===== config.mk =====
export PLATFORM = sky130hd
export DESIGN_NAME = keypad_two_operand_calculator_unit_flat
export DESIGN_NICKNAME = d
export VERILOG_FILES = /design/src/design/ktoc_pkg.sv /design/src/design/ktoc_channels.sv /design/src/design/ktoc_key_decode.sv /design/src/design/ktoc_calc.sv /design/src/design/keypad_two_operand_calculator_unit.sv /design/src/flat_wrapper.sv
export SDC_FILE = /design/constraint.sdc
export NUM_CORES = 1
export LEC_CHECK = 0
export ABC_AREA = 1
export BUFFER_PORTS_ARGS = -buffer_cell sky130_fd_sc_hd__buf_2
export CORE_ASPECT_RATIO = 1.75
export CORE_MARGIN = 10
export CORE_UTILIZATION = 40
export DETAILED_ROUTE_END_ITERATION = 10
export PLACE_DENSITY = 0.61
export SKIP_LAST_GASP = 1
export SLEW_MARGIN = 30
export SYNTH_ARGS = -nofsm -noshare
export SYNTH_HDL_FRONTEND = slang
export SYNTH_SLANG_ARGS = --single-unit

===== constraint.sdc =====
create_clock -name clk -period 5.6 [get_ports clk]
set_input_delay 0.28 -clock clk [delete_from_list [all_inputs] [get_ports clk]]
set_output_delay 0.28 -clock clk [all_outputs]
set_load 0.1 [all_outputs]

===== src/design/ktoc_pkg.sv =====
`timescale 1ns / 1ps

package ktoc_pkg;

  localparam int KEY_W  = 16;
  localparam int KIND_W = 2;
  localparam int SYM_W  = 4;
  localparam int COL_W  = 4;
  localparam int VAL_W  = 16;
  localparam int OPND_W = 14;
  localparam int CNT_W  = 3;
  localparam int KNUM_W = 5;

  localparam logic [SYM_W-1:0] SYM_PLUS   = 4'd10;
  localparam logic [SYM_W-1:0] SYM_MINUS  = 4'd11;
  localparam logic [SYM_W-1:0] SYM_EQUALS = 4'd12;
  localparam logic [SYM_W-1:0] SYM_NONE   = 4'd15;
  localparam logic [SYM_W-1:0] SYM_MAX_DIGIT = 4'd9;

  localparam logic [KIND_W-1:0] EV_ECHO   = 2'd0;
  localparam logic [KIND_W-1:0] EV_RESULT = 2'd1;
  localparam logic [KIND_W-1:0] EV_CLEAR  = 2'd2;

  typedef struct packed {
    logic [KIND_W-1:0]       event_kind;
    logic [SYM_W-1:0]        echo_symbol;
    logic [COL_W-1:0]        echo_column;
    logic signed [VAL_W-1:0] result_value;
  } ktoc_result_t;

  // Key number 1..16 to symbol; zero means no key was pressed.
  function automatic logic [SYM_W-1:0] key_symbol(input logic [KNUM_W-1:0] key);
    logic [SYM_W-1:0] sym;
    unique case (key)
      5'd1:    sym = 4'd7;
      5'd2:    sym = 4'd8;
      5'd3:    sym = 4'd9;
      5'd4:    sym = SYM_MINUS;
      5'd5:    sym = 4'd4;
      5'd6:    sym = 4'd5;
      5'd7:    sym = 4'd6;
      5'd8:    sym = SYM_PLUS;
      5'd9:    sym = 4'd1;
      5'd10:   sym = 4'd2;
      5'd11:   sym = 4'd3;
      5'd14:   sym = 4'd0;
      5'd16:   sym = SYM_EQUALS;
      default: sym = SYM_NONE;
    endcase
    return sym;
  endfunction

endpackage


===== src/design/ktoc_channels.sv =====
`timescale 1ns / 1ps

interface ktoc_in_if import ktoc_pkg::*; ();
  logic             valid;
  logic             ready;
  logic [KEY_W-1:0] pressed_keys;

  modport source (output valid, output pressed_keys, input ready);
  modport sink   (input valid, input pressed_keys, output ready);
endinterface

interface ktoc_out_if import ktoc_pkg::*; ();
  logic                    valid;
  logic                    ready;
  logic [KIND_W-1:0]       event_kind;
  logic [SYM_W-1:0]        echo_symbol;
  logic [COL_W-1:0]        echo_column;
  logic signed [VAL_W-1:0] result_value;

  modport source (output valid, output event_kind, output echo_symbol,
                  output echo_column, output result_value, input ready);
  modport sink   (input valid, input event_kind, input echo_symbol,
                  input echo_column, input result_value, output ready);
endinterface


===== src/design/ktoc_key_decode.sv =====
`timescale 1ns / 1ps

module ktoc_key_decode import ktoc_pkg::*; (
  input  logic [KEY_W-1:0] pressed_keys,
  output logic [SYM_W-1:0] symbol
);

  logic [KNUM_W-1:0] key;

  // The highest column wins, then the lowest row: later assignments take priority.
  always_comb begin
    key = '0;
    for (int c = 1; c <= 4; c++) begin
      for (int r = 3; r >= 0; r--) begin
        if (pressed_keys[c + 4 * r - 1]) begin
          key = KNUM_W'(c + 4 * r);
        end
      end
    end
  end

  assign symbol = key_symbol(key);

endmodule


===== src/design/ktoc_calc.sv =====
`timescale 1ns / 1ps

module ktoc_calc import ktoc_pkg::*; #(
  parameter int MAX_DIGITS = 4
) (
  input  logic             clk,
  input  logic             rst_n,
  input  logic             step,
  input  logic [SYM_W-1:0] symbol,
  output logic             emit,
  output ktoc_result_t     res
);

  typedef enum logic [1:0] {
    PH_FIRST  = 2'd0,
    PH_SECOND = 2'd1,
    PH_SHOWN  = 2'd2
  } phase_t;

  localparam logic [CNT_W-1:0] MAX_CNT = CNT_W'(MAX_DIGITS);

  phase_t            phase_r, phase_nxt;
  logic [OPND_W-1:0] first_r, first_nxt;
  logic [OPND_W-1:0] second_r, second_nxt;
  logic [CNT_W-1:0]  first_cnt_r, first_cnt_nxt;
  logic [CNT_W-1:0]  second_cnt_r, second_cnt_nxt;
  logic              sub_r, sub_nxt;

  logic              is_digit;
  logic [OPND_W+2:0] first_mac;
  logic [OPND_W+2:0] second_mac;
  logic [COL_W-1:0]  second_col;
  logic [VAL_W-1:0]  calc_value;

  assign is_digit   = (symbol <= SYM_MAX_DIGIT);
  assign first_mac  = {first_r, 3'b000} + {2'b00, first_r, 1'b0} + (OPND_W+3)'(symbol);
  assign second_mac = {second_r, 3'b000} + {2'b00, second_r, 1'b0} + (OPND_W+3)'(symbol);
  assign second_col = COL_W'(first_cnt_r) + COL_W'(second_cnt_r) + COL_W'(1);
  assign calc_value = sub_r ? (VAL_W'(first_r) - VAL_W'(second_r))
                            : (VAL_W'(first_r) + VAL_W'(second_r));

  always_comb begin
    phase_nxt      = phase_r;
    first_nxt      = first_r;
    second_nxt     = second_r;
    first_cnt_nxt  = first_cnt_r;
    second_cnt_nxt = second_cnt_r;
    sub_nxt        = sub_r;
    emit           = 1'b0;
    res.event_kind   = EV_ECHO;
    res.echo_symbol  = symbol;
    res.echo_column  = '0;
    res.result_value = '0;
    if (symbol != SYM_NONE) begin
      unique case (phase_r)
        PH_FIRST: begin
          if (is_digit) begin
            if (first_cnt_r < MAX_CNT) begin
              first_nxt       = first_mac[OPND_W-1:0];
              first_cnt_nxt   = first_cnt_r + CNT_W'(1);
              emit            = 1'b1;
              res.echo_column = COL_W'(first_cnt_r);
            end
          end else if (symbol == SYM_PLUS || symbol == SYM_MINUS) begin
            sub_nxt         = (symbol == SYM_MINUS);
            phase_nxt       = PH_SECOND;
            emit            = 1'b1;
            res.echo_column = COL_W'(first_cnt_r);
          end
        end
        PH_SECOND: begin
          if (is_digit) begin
            if (second_cnt_r < MAX_CNT) begin
              second_nxt      = second_mac[OPND_W-1:0];
              second_cnt_nxt  = second_cnt_r + CNT_W'(1);
              emit            = 1'b1;
              res.echo_column = second_col;
            end
          end else if (symbol == SYM_EQUALS) begin
            phase_nxt        = PH_SHOWN;
            emit             = 1'b1;
            res.event_kind   = EV_RESULT;
            res.echo_column  = second_col;
            res.result_value = calc_value;
          end
        end
        default: begin
          if (symbol == SYM_EQUALS) begin
            phase_nxt      = PH_FIRST;
            first_nxt      = '0;
            second_nxt     = '0;
            first_cnt_nxt  = '0;
            second_cnt_nxt = '0;
            sub_nxt        = 1'b0;
            emit           = 1'b1;
            res.event_kind = EV_CLEAR;
          end
        end
      endcase
    end
  end

  always_ff @(posedge clk) begin
    if (!rst_n) begin
      phase_r      <= PH_FIRST;
      first_r      <= '0;
      second_r     <= '0;
      first_cnt_r  <= '0;
      second_cnt_r <= '0;
      sub_r        <= 1'b0;
    end else if (step) begin
      phase_r      <= phase_nxt;
      first_r      <= first_nxt;
      second_r     <= second_nxt;
      first_cnt_r  <= first_cnt_nxt;
      second_cnt_r <= second_cnt_nxt;
      sub_r        <= sub_nxt;
    end
  end

endmodule


===== src/design/keypad_two_operand_calculator_unit.sv =====
`timescale 1ns / 1ps
// A result item passes the input register, then the result register; while the result
// register is stalled, the buffered scan is held in the input register.
// Throughput: one scan per cycle while the result register is not stalled; the calculator
// state updates on each accepted step. Ignored scans produce no item.
// Reset (synchronous, active low): both registers empty, first operand entry.

module keypad_two_operand_calculator_unit import ktoc_pkg::*; #(
  parameter int MAX_DIGITS = 4
) (
  input  logic              clk,
  input  logic              rst_n,
  ktoc_in_if.sink           in_ch,
  ktoc_out_if.source        out_ch
);

  logic             s1_valid_r;
  logic [KEY_W-1:0] s1_keys_r;
  logic             out_valid_r;
  ktoc_result_t     out_r;

  logic             advance;
  logic             step;
  logic [SYM_W-1:0] symbol;
  logic             emit;
  ktoc_result_t     res;

  assign advance     = !out_valid_r || out_ch.ready;
  assign step        = s1_valid_r && advance;
  assign in_ch.ready = !s1_valid_r || advance;

  ktoc_key_decode u_decode (
    .pressed_keys (s1_keys_r),
    .symbol       (symbol)
  );

  ktoc_calc #(
    .MAX_DIGITS (MAX_DIGITS)
  ) u_calc (
    .clk    (clk),
    .rst_n  (rst_n),
    .step   (step),
    .symbol (symbol),
    .emit   (emit),
    .res    (res)
  );

  always_ff @(posedge clk) begin
    if (!rst_n) begin
      s1_valid_r <= 1'b0;
    end else if (in_ch.ready) begin
      s1_valid_r <= in_ch.valid;
    end
  end

  always_ff @(posedge clk) begin
    if (in_ch.ready && in_ch.valid) begin
      s1_keys_r <= in_ch.pressed_keys;
    end
  end

  always_ff @(posedge clk) begin
    if (!rst_n) begin
      out_valid_r <= 1'b0;
    end else if (advance) begin
      out_valid_r <= step && emit;
    end
  end

  always_ff @(posedge clk) begin
    if (step && emit) begin
      out_r <= res;
    end
  end

  assign out_ch.valid        = out_valid_r;
  assign out_ch.event_kind   = out_r.event_kind;
  assign out_ch.echo_symbol  = out_r.echo_symbol;
  assign out_ch.echo_column  = out_r.echo_column;
  assign out_ch.result_value = out_r.result_value;

`ifndef NO_ASSERTIONS
  a_stalled_scan_held: assert property (@(posedge clk) disable iff (!rst_n)
    s1_valid_r && !advance |=> s1_valid_r && $stable(s1_keys_r))
    else $error("Buffered scan lost while the result register was stalled.");

  a_clear_fields: assert property (@(posedge clk) disable iff (!rst_n)
    out_valid_r && out_r.event_kind == EV_CLEAR |->
      out_r.echo_column == '0 && out_r.result_value == '0 && out_r.echo_symbol == SYM_EQUALS)
    else $error("Clear item carries a nonzero column or value.");

  a_echo_no_value: assert property (@(posedge clk) disable iff (!rst_n)
    out_valid_r && out_r.event_kind == EV_ECHO |->
      out_r.result_value == '0 && out_r.echo_column <= COL_W'(9))
    else $error("Echo item carries a value or an out-of-range column.");

  a_result_is_equals: assert property (@(posedge clk) disable iff (!rst_n)
    out_valid_r && out_r.event_kind == EV_RESULT |-> out_r.echo_symbol == SYM_EQUALS)
    else $error("Result item not caused by the equals key.");
`endif

endmodule


===== src/flat_wrapper.sv =====
// flat-port wrapper written by rule: the top's interface ports become plain ports
module keypad_two_operand_calculator_unit_flat import ktoc_pkg::*;
#(
  parameter int MAX_DIGITS = 4
)
  (clk, rst_n, in_ch_valid, in_ch_pressed_keys, in_ch_ready, out_ch_valid, out_ch_event_kind, out_ch_echo_symbol, out_ch_echo_column, out_ch_result_value, out_ch_ready);
  ktoc_in_if in_ch_i ();
  ktoc_out_if out_ch_i ();
  input  logic clk;
  input  logic rst_n;
  input wire logic [$bits(in_ch_i.valid)-1:0] in_ch_valid;
  input wire logic [$bits(in_ch_i.pressed_keys)-1:0] in_ch_pressed_keys;
  output wire logic [$bits(in_ch_i.ready)-1:0] in_ch_ready;
  output wire logic [$bits(out_ch_i.valid)-1:0] out_ch_valid;
  output wire logic [$bits(out_ch_i.event_kind)-1:0] out_ch_event_kind;
  output wire logic [$bits(out_ch_i.echo_symbol)-1:0] out_ch_echo_symbol;
  output wire logic [$bits(out_ch_i.echo_column)-1:0] out_ch_echo_column;
  output wire logic [$bits(out_ch_i.result_value)-1:0] out_ch_result_value;
  input wire logic [$bits(out_ch_i.ready)-1:0] out_ch_ready;
  assign in_ch_i.valid = in_ch_valid;
  assign in_ch_i.pressed_keys = in_ch_pressed_keys;
  assign in_ch_ready = in_ch_i.ready;
  assign out_ch_valid = out_ch_i.valid;
  assign out_ch_event_kind = out_ch_i.event_kind;
  assign out_ch_echo_symbol = out_ch_i.echo_symbol;
  assign out_ch_echo_column = out_ch_i.echo_column;
  assign out_ch_result_value = out_ch_i.result_value;
  assign out_ch_i.ready = out_ch_ready;
  keypad_two_operand_calculator_unit #(.MAX_DIGITS(MAX_DIGITS)) u_core (.clk(clk), .rst_n(rst_n), .in_ch(in_ch_i), .out_ch(out_ch_i));
endmodule

# Word level (Yosys, flattened, before mapping)
# Memory sizes are Yosys's and may differ from the RTL's.
# Index checks and enable logic that the tools add are counted.
# op_classes
muxes	60
n_lt_le_gt_ge	3
n_eq_ne	13
add_sub_neg	10
bitwise	4
n_reduce_logical	16
# ops
operator	n
$mux W5	15
$mux W14	5
$pmux W14 S2	2
$add A14 B14 Y14	2
$add A14 B4 Y14	2
$mux W3	7
$mux W20	1
$reduce_and A6 Y1	3
$mux W16	1
$mux W4	4
$ne A2 B2 Y1 const B	8
$add A14 B14 Y15	1
$sub A14 B14 Y15	1
$eq A4 B4 Y1 const B	3
$mux W1	12
$mux W2	6
$pmux W3 S2	2
$pmux W2 S2	2
$pmux W4 S2	1
$reduce_and A7 Y1	1
$add A3 B1 Y3 const B	2
$lt A3 B3 Y1 const B	2
$add A3 B3 Y4	1
$add A4 B1 Y4 const B	1
11 further kinds	21
# word_totals
memories	1
word_cells	120
ff_bits	81
rom_bits	128
# memory_table
memory	words	word_bits	read_ports	rd_ports_with_merged_regs	wr	line	source
(name not given)	32	4	1	0	0	ktoc_pkg.sv:34	unique case (key)

# Longest topological paths before layout
# An unclocked memory read counts as a cell.
# depth
word_depth	24
depth_mapped	40
mapped_depth_nobuf	40

# By module
# Synthesis repeated with hierarchy kept, for this count alone.
# unflattened
hier_cells	971
hier_area_um2	6780.3
# by_module_without_submodules
module	cells_each	seq_area_each_um2	area_per_inst_um2	n_inst
ktoc_calc	820	740.7	4964.8	1
keypad_two_operand_calculator_unit	59	1301.2	1368.8	1
ktoc_key_decode	92	0.0	446.7	1

# Least setup slack after synthesis
# Ideal clock, no wire load.
# synth_timing
kind	register to register
start	register u_core.s1_keys_r[4]
end	register u_core.u_calc.first_r[12]
required_time_ns	5.487
setup_ns	0.113
stages_incl_launch_ff	33
setup_slack_ns	1.419
period_less_slack_ns	4.181
path_buffers	0
t_arrival_ns	4.069
cell_sequence	edfxtp_1 -> inv_2 -> o21ai_1 -> o21ai_1 -> nand3_1 -> nand2_1 -> nand3_1 -> a21oi_2 -> inv_1 -> nand2_1 -> nand2_1 -> nand2_4 -> inv_1 -> fa_1 -> fa_1 -> inv_1 -> nand2_1 -> nand2_1 -> a21oi_1 -> or2_2 -> nand2_1 -> a21o_1 -> nand2_1 -> nand2_1 -> a21oi_1 -> or2_2 -> nand2_1 -> a21oi_1 -> or2_2 -> nand3_1 -> nand2_1 -> nand2_1 -> nor2_1
# synth_lines
item	line	source
start, declared	keypad_two_operand_calculator_unit.sv:18	logic [KEY_W-1:0] s1_keys_r;
start signal, assigned	keypad_two_operand_calculator_unit.sv:58	s1_keys_r <= in_ch.pressed_keys;
end signal, assigned	ktoc_calc.sv:113	first_r <= first_nxt;
end, declared	ktoc_calc.sv:23	logic [OPND_W-1:0] first_r, first_nxt;

==> summary.txt <==
Outcome
  – Run status: completed

Yosys
  – Synth Flop Type: edfxtp_1
  – Async set-reset flop share out of synthesis: 0
  – Cell count after synthesis: 793
  – Syn nets: 900
  – Post-synth EDFFs: 42
  – Post-Syn Area: 6212 um2
  – Synth Register Bits: 81
  – Leading cell types by count after synthesis: nand2_1 (158), inv_1 (111), nor2_1 (83)
  – Cell taking the most area after synthesis: edfxtp_1
  – Part of the Yosys area used for sequential elements: 0.3287
  – Area share of the leading cell type in the synthesized netlist: 0.2030
  – Cell variety after synth: 42
  – Top post-synthesis cells by area: edfxtp_1 (20%), ha_1 (16%), dfxtp_1 (13%), nand2_1 (9.5%), inv_1 (6.7%)
  – Most numerous cell in the Yosys netlist: nand2_1
  – Synthesis Warnings: 0
  – Avg Cell Area, Syn: 7.834 um2

Timing
  – Slew headroom: 0.5393
  – Final Setup Violations: 0
  – RSZ-0062 raised after global routing: no
  – Max Slew Vio Count: 0
  – Fin crit share: 0.8219
  – Final Skew: 0.006098 ns
  – Worst Max-Slew Pin Slew: 0.6902 ns
  – Final hold violation count: 0
  – TNS Setup: 0 ns
  – Fin crit period: 4.603 ns
  – FMAX: 217.3 MHz
  – Hold slack: 0.1126 ns

Routing
  – DR vias: 5146
  – Via density per instance: 5.020
  – Final WL: 15.16 mm
  – DRC: 0
  – Wire length per cell: 14.79 um
  – Iter 0 DRT Violations: 221
  – Routed Antenna Nets: 0
  – 1st-pass router iterations: 4

Clock tree
  – Root Buffer: clkbuf_16
  – Worst-Skew Late Latency: 0.34 ns
  – CTS clock-pin slew for the worst setup and hold paths: 0.06 ns
  – Number of clock sinks: 81
  – Total CTS buffers: 9
  – # Post-CTS Setup Buffers: 0
  – Post_cts resized: 0
  – Hold buffer count at cts: 0
  – Max clock buf depth: 2
  – TritonCTS clock tree: done
  – H-Tree Depth: 3

Global route
  – GRT Total Usage: 0.1487
  – Initial antenna violation count: 0
  – Pin count of the biggest net entering global routing: 28
  – First-pass GRT wire length: 25.49 mm
  – Total gr overflow: 0
  – Vias in the first global route: 5323

Worst setup path
  – RR Startpoint: u_core.s1_keys_r[11]$_DFFE_PP_
  – Crit Path Category: register to register
  – Max FO, Critical Path: 7
  – CP max-delay cell: edfxtp_1
  – Worst path bufs/invs: 4
  – Worst path arrival time: 4.85 ns
  – Crit path launch type: register
  – FF-to-FF path depth: 30
  – Delay-heaviest family, CP: simple AND/OR/NAND/NOR gates
  – Endpoint type of the worst setup path: register
  – Critical Path RT: 5.84 ns
  – Reg-to-reg endpoint: u_core.u_calc.first_r[12]$_SDFFE_PN0P_
  – CP peak stage delay: 0.41 ns
  – Most common cell on crit path: nand2_1
  – Reg-to-reg slack, setup: 1.0 ns

Power and ir drop
  – P per Cell Area: 255.1 nW/um2
  – VDD IR max: 0.0001543 V
  – Leak: 3.366 nW

Finish
  – Fin nets: 941
  – Ratio of cells with drive above 1 in the final layout: 0.1335
  – Fill cells: 1591
  – # diodes: 0
  – Layout area overhead: 11.02%
  – Register area: 2042 um2
  – Multi-input gate area: 3618 um2
  – Final core occ: 0.4503

Die
  – Starting Density: 0.4056
  – Die area: 21110 um2
  – Rows: 60
  – Die height: 184.9 um
  – CORE AREA: 15310 um2
  – Width of the die: 114.2 um
  – Boundary Pins: 48

Place
  – Final HPWL DP: 12.19 mm
  – Port Buffers: 47
  – RD Place Congestion: 0.8619

Worst hold path
  – Hold Path Sink: u_core.s1_keys_r[12]$_DFFE_PP_
  – Hold path start: in_ch_pressed_keys[12]
  – Hold depth: 1
  – Type of the tightest min-delay check: primary input to register

Run
  – Max_cap viols: 0
-- sequential cells by signal (all words and copies together), names as in the netlist, 3 cells and up --
| signal | cells |
|---|---|
| u_core.out_ch.result_value | 16 |
| u_core.s1_keys_r | 16 |
| u_core.u_calc.first_r | 14 |
| u_core.u_calc.second_r | 14 |
| u_core.out_ch.echo_column | 4 |
| u_core.out_ch.echo_symbol | 4 |
| u_core.u_calc.first_cnt_r | 3 |
| u_core.u_calc.second_cnt_r | 3 |
-- metrics by stage --
stage | setup slack [ns] | cell area, um2 | total power [mW] | instances
2_1_floorplan | 1.419 | 6212 | 1.038 | 793
3_3_place_gp | 1.099 | 6575 | 1.130 | 1009
3_5_place_dp | 1.024 | 6578 | 1.133 | 1009
4_1_cts | 0.9981 | 6897 | 1.775 | 1025
5_1_grt | 0.4800 | 6897 | 1.848 | 1025
6_report | 0.9974 | 6897 | 1.759 | 1025
-- layer usage --
metal  part of all wire  vias up  GRT usage
met2               0.57       69     0.2979
met3              0.023       30    0.02235
li1                   -     2697          -
met1               0.37     2350     0.1384
met4              0.036        0    0.07247
met5                  0        -          0
-- final cells by class --
cell class,count,share of cell area
clock buffer,9,0.03266
clock inverter,7,0.01361
sequential,81,0.2961
tap,186,0.03374
timing repair buffer,48,0.03520
inverter,117,0.06404
multi-input combinational,577,0.5247
-- layout by cell type (no fill, tap or decap), types with 4 or more instances in the layout --
master and count:
nand2_1 158, inv_1 110, nor2_1 82, ha_1 80, a21oi_1 75, buf_2 47, o21ai_0 46, edfxtp_1 42
dfxtp_1 39, nand3_1 27, o21bai_1 11, clkbuf_16 9, nand2_2 8, or2_2 8, xor2_1 8, o21ai_1 7
nand3_2 7, fa_1 7, inv_2 5, nand2_4 5, a21oi_2 5, nand4_1 5, o31ai_1 5, nor3_1 4
a21o_1 4
-- where the power goes --
part           switching, mW  leakage (nW)  internal (mW)
logic                  0.309          2.51          0.121
registers             0.0283         0.701          0.658
clock network          0.251         0.153          0.391
total                  0.589          3.37           1.17
-- how the worst max path moves through the flow --
stage | startpoint | end | slack, ns | cells past startpoint
after floorplan | u_core.s1_keys_r[4]$_DFFE_PP_ | u_core.u_calc.first_r[12]$_SDFFE_PN0P_ | 1.42 | 32
after global placement | u_core.s1_keys_r[11]$_DFFE_PP_ | u_core.u_calc.first_r[12]$_SDFFE_PN0P_ | 1.10 | 30
after detailed placement | u_core.s1_keys_r[11]$_DFFE_PP_ | u_core.u_calc.first_r[12]$_SDFFE_PN0P_ | 1.02 | 30
after CTS | u_core.s1_keys_r[11]$_DFFE_PP_ | u_core.u_calc.first_r[12]$_SDFFE_PN0P_ | 1.0 | 30
after global routing | u_core.s1_keys_r[13]$_DFFE_PP_ | u_core.u_calc.first_r[12]$_SDFFE_PN0P_ | 0.48 | 32
final | u_core.s1_keys_r[11]$_DFFE_PP_ | u_core.u_calc.first_r[12]$_SDFFE_PN0P_ | 1.0 | 30
-- cells by family (layout without fill, tap and decap cells) --
family                     count (synthesis)  in the layout  synth area share
DFF                                       81             81            0.3287
buffers and inverters                    135            181           0.08922
xor gates and xnor gates                  11             11           0.01551
adders and majority gates                 87             87            0.1837
AOI/OAI and AO/OA                        163            163            0.1484
and+or+nand+nor                          316            316            0.2344
Power figures use the tool's default switching activity.
